[src/rtl/rmsi_cell.sv]
// one slot of the sorted chain: holds a sample, shifts up on insert
// and offers its value to the median selection when picked
// depends on nothing but its parameters
`timescale 1ns / 1ps

module rmsi_cell #(
    parameter int SAMPLE_BITS = 32,
    parameter int CNT_W       = 7,
    parameter int IDX         = 0
) (
    input  logic                          clk,
    input  logic                          insert,
    input  logic signed [SAMPLE_BITS-1:0] sample,
    input  logic [CNT_W-1:0]              count,
    input  logic [CNT_W-1:0]              lo_idx,
    input  logic [CNT_W-1:0]              hi_idx,
    input  logic                          pick_en,
    input  logic signed [SAMPLE_BITS-1:0] prev_val,
    input  logic                          prev_take,
    output logic signed [SAMPLE_BITS-1:0] val,
    output logic                          take,
    output logic [2*SAMPLE_BITS-1:0]      pick
);

    localparam logic [CNT_W-1:0] IDX_C = CNT_W'(IDX);

    logic signed [SAMPLE_BITS-1:0] val_reg;
    logic signed [SAMPLE_BITS-1:0] val_next;
    logic                          pick_lo;
    logic                          pick_hi;

    // empty slots count as greater, so the first empty slot takes the sample or the value shifted up into it
    assign take = (count <= IDX_C) || (sample < val_reg);
    assign val  = val_reg;

    always_comb
    begin
        val_next = val_reg;
        if (take)
        begin
            val_next = prev_take ? prev_val : sample;
        end
    end

    always_ff @(posedge clk)
    begin
        if (insert)
        begin
            val_reg <= val_next;
        end
    end

    assign pick_lo = pick_en && (lo_idx == IDX_C);
    assign pick_hi = pick_en && (hi_idx == IDX_C);
    assign pick    = {val_reg & {SAMPLE_BITS{pick_lo}}, val_reg & {SAMPLE_BITS{pick_hi}}};

endmodule

[config.mk]
export PLATFORM = sky130hd
export DESIGN_NAME = rmsi_cell
export DESIGN_NICKNAME = d
export VERILOG_FILES = /design/src/rtl/rmsi_cell.sv
export SDC_FILE = /design/constraint.sdc
export NUM_CORES = 1
export LEC_CHECK = 0
export BUFFER_PORTS_ARGS = -buffer_cell sky130_fd_sc_hd__buf_2
export CAP_MARGIN = 0
export CORE_UTILIZATION = 42
export CTS_CLUSTER_SIZE = 25
export DETAILED_ROUTE_END_ITERATION = 8
export PLACE_DENSITY = 0.82
export SLEW_MARGIN = 30
export SYNTH_ARGS = -nofsm -noshare
export SYNTH_HDL_FRONTEND = slang
export SYNTH_SLANG_ARGS = --single-unit
[constraint.sdc]
create_clock -name clk -period 4.7 [get_ports clk]
set_clock_uncertainty 0.1 [all_clocks]
set_input_delay 0.47 -clock clk [delete_from_list [all_inputs] [get_ports clk]]
set_output_delay 0.47 -clock clk [all_outputs]
set_load 0.03 [all_outputs]
==> impl_metrics.yaml <==
status:
  outcome: "complete, no violations"
global_routing:
  grt_first_pass_wirelength_mm: 10.2
  grt_antenna_before_repair: 0
  grt_usage_pct: 20.4
  grt-ovfl-total: 0
  grt_start_max_net_pins: 33
  grt_pass1_vias: 2221
critical_path:
  cp_max_fo: 4
  reg2reg_depth: 9
  reg2reg_from: "val[2]"
  worstReg2RegEnd: "val[24]"
  required_ps: 4130
  worstSetupStartpointType: "flip-flop"
  arrival_ps: 2460
  crit_type: "flip-flop to output pin"
  r2r_setup_slack_ps: 1870
  crit_path_start: "val[7]"
  cp-end-kind: "output pin"
clock_tree:
  cts.sinks: 32
  htree_levels: 2
  tritoncts: "done"
  clock_path_buffers: 2
  path_clk_slew_ps: 70
  cts-buffers-inserted: 5
  postCtsHoldBufs: 0
  post_cts.repair.setup_buffers: 0
  post_cts_resize_count: 0
  clockRootBuffer: "clkbuf_8"
  clock_latency_ps: 280
min_path:
  hold_path_end: "val[5]"
  min_delay_path_depth: 2
  min_path_type: "input pin to flip-flop"
  worstHoldStart: "prev_val[5]"
floorplan:
  die_h_um: 80.9
  initial_core_util_pct: 43.9
  die_x_um: 80.9
  die_area_um2: 6550
  rows: 28
  core-area_um2: 5960
  ios: 186
timing:
  fmax_mhz: 330
  setup-violations-final: 0
  whs_ps: 376
  finalHoldViolCount: 0
  max_slew.worst_pin.slew_ps: 760
  period_share_pct: 64.5
  rsz0062_at_grt: "false"
  slew_violations: 0
  setup_tns_ps: 0
  relSlewSlack_pct: 49.4
  min_period_ps: 3030
detailed_routing:
  drt_iter0_drc: 52
  wl_per_cell_um: 13.6
  drtAntennaViolNets: 0
  routed_via_density: 4.88
  drcViolationCount: 0
  first_pass_iters: 4
  vias: 2536
  routed_wl_mm: 7.05
placed_design:
  io_buffers: 185
  place.gp.congestion: 0.779
  dp_cells: 512
  hpwlAfterDp_mm: 5.59
power:
  peakVddDrop_mv: 0.174
  p_leak_nw: 2.04
  powerDensity_nw_per_um2: 235
final_layout:
  finalNonFillerCells: 520
  antenna_cells: 0
  syn_to_final_growth_pct: 41.2
  drive_above_1_share_pct: 50.6
  layout_commonest_cell: "buf_2"
  mostFrequentLayoutCells: "buf_2, and2_1, inv_1"
  largest_reg_flops: 32
  nNetsFinal: 564
synthesis:
  ys_types: 31
  syn_inst: 261
  synth_edf_count: 32
  yosys_warnings: 0
  syn_area_um2: 2620
  synthArstFlopShare_pct: 0
  ys_ff_latch: 32
  yosysSeqAreaShare_pct: 36.7
  synth_ff_type: "edfxtp_1"
  synth_fp_nets: 381
  syn_avg_cell_area_um2: 10.0
run:
  maxCapViolations: 0
## stage by stage
| stage | setup slack, ps | util (%) | total power [mW] | instance area, um2 |
|---|---|---|---|---|
| after floorplan | 1060 | - | 0.564 | 2620 |
| after global placement | 1780 | 60.6 | 0.665 | 3610 |
| after detailed placement | 1690 | 60.6 | 0.674 | 3610 |
| after CTS | 1590 | 62.0 | 0.881 | 3690 |
| after global routing | 1480 | 62.1 | 0.918 | 3700 |
| final | 1670 | 62.1 | 0.869 | 3700 |
## critical path, cell delays in order, from the launching register on
cell	delay, ps
edfxtp_1	400
inv_1	60
ha_1	300
nand4_1	110
o311a_1	370
o41ai_1	410
a31o_1	260
a21oi_1	70
buf_2	200
## power by group
group / switching, mW / internal [mW]
logic: 0.171 / 0.112
registers: 0.0256 / 0.357
clock network: 0.103 / 0.100
## cell usage after synthesis (2+ instances only)
cell      count  area [um2]
buf_2         3        15.0
nor2_1        6        22.5
ha_1         31         388
and2_1       64         400
nor4_1        3        18.8
nand4_1       4        25.0
o21ai_0       4        20.0
a21oi_1      13        65.1
mux2_2       28         315
nand3_1       2        10.0
nand2_1      10        37.5
inv_1        33         124
and4b_1       2        20.0
edfxtp_1     32         961
clkbuf_1      7        26.3
mux2_1        4        45.0
## metal layers
| layer | global-route usage (%) | up-vias | share of wire (%) |
|---|---|---|---|
| li1 | - | 1277 | - |
| met3 | 2.70 | 7 | 5.1 |
| met1 | 24.3 | 1148 | 41 |
| met5 | 0 | - | 0 |
| met2 | 38.0 | 104 | 53 |
| met4 | 5.71 | 0 | 1.0 |
## cells by family after synthesis
family                   share of synthesized area [%]
flip-flops                                        36.7
adder cells (fa/ha/maj)                           14.8
buffers and inverters                             6.31
AND/OR/NAND/NOR                                   21.8
multiplexers                                      13.8
AO/OA/AOI/OAI                                     6.55
## worst max-delay path by stage
stage | end | slack (ps) | depth (start not counted)
floorplan | val[0] | 1060 | 8
global placement | val[4] | 1780 | 9
detailed placement | val[4] | 1690 | 9
CTS | take | 1590 | 8
global route | take | 1480 | 8
finish | take | 1670 | 8
## cell type report
| type | instances | area (um2) |
|---|---|---|
| Sequential cell | 32 | 961 |
| Timing Repair Buffer | 186 | 933 |
| Fill cell | 516 | 2260 |
| Clock inverter | 3 | 13.8 |
| Tap cell | 75 | 93.8 |
| Inverter | 33 | 124 |
| Multi-Input combinational cell | 186 | 1500 |
| Clock buffer | 5 | 68.8 |
No activity file was read; power rests on OpenSTA's default activity.
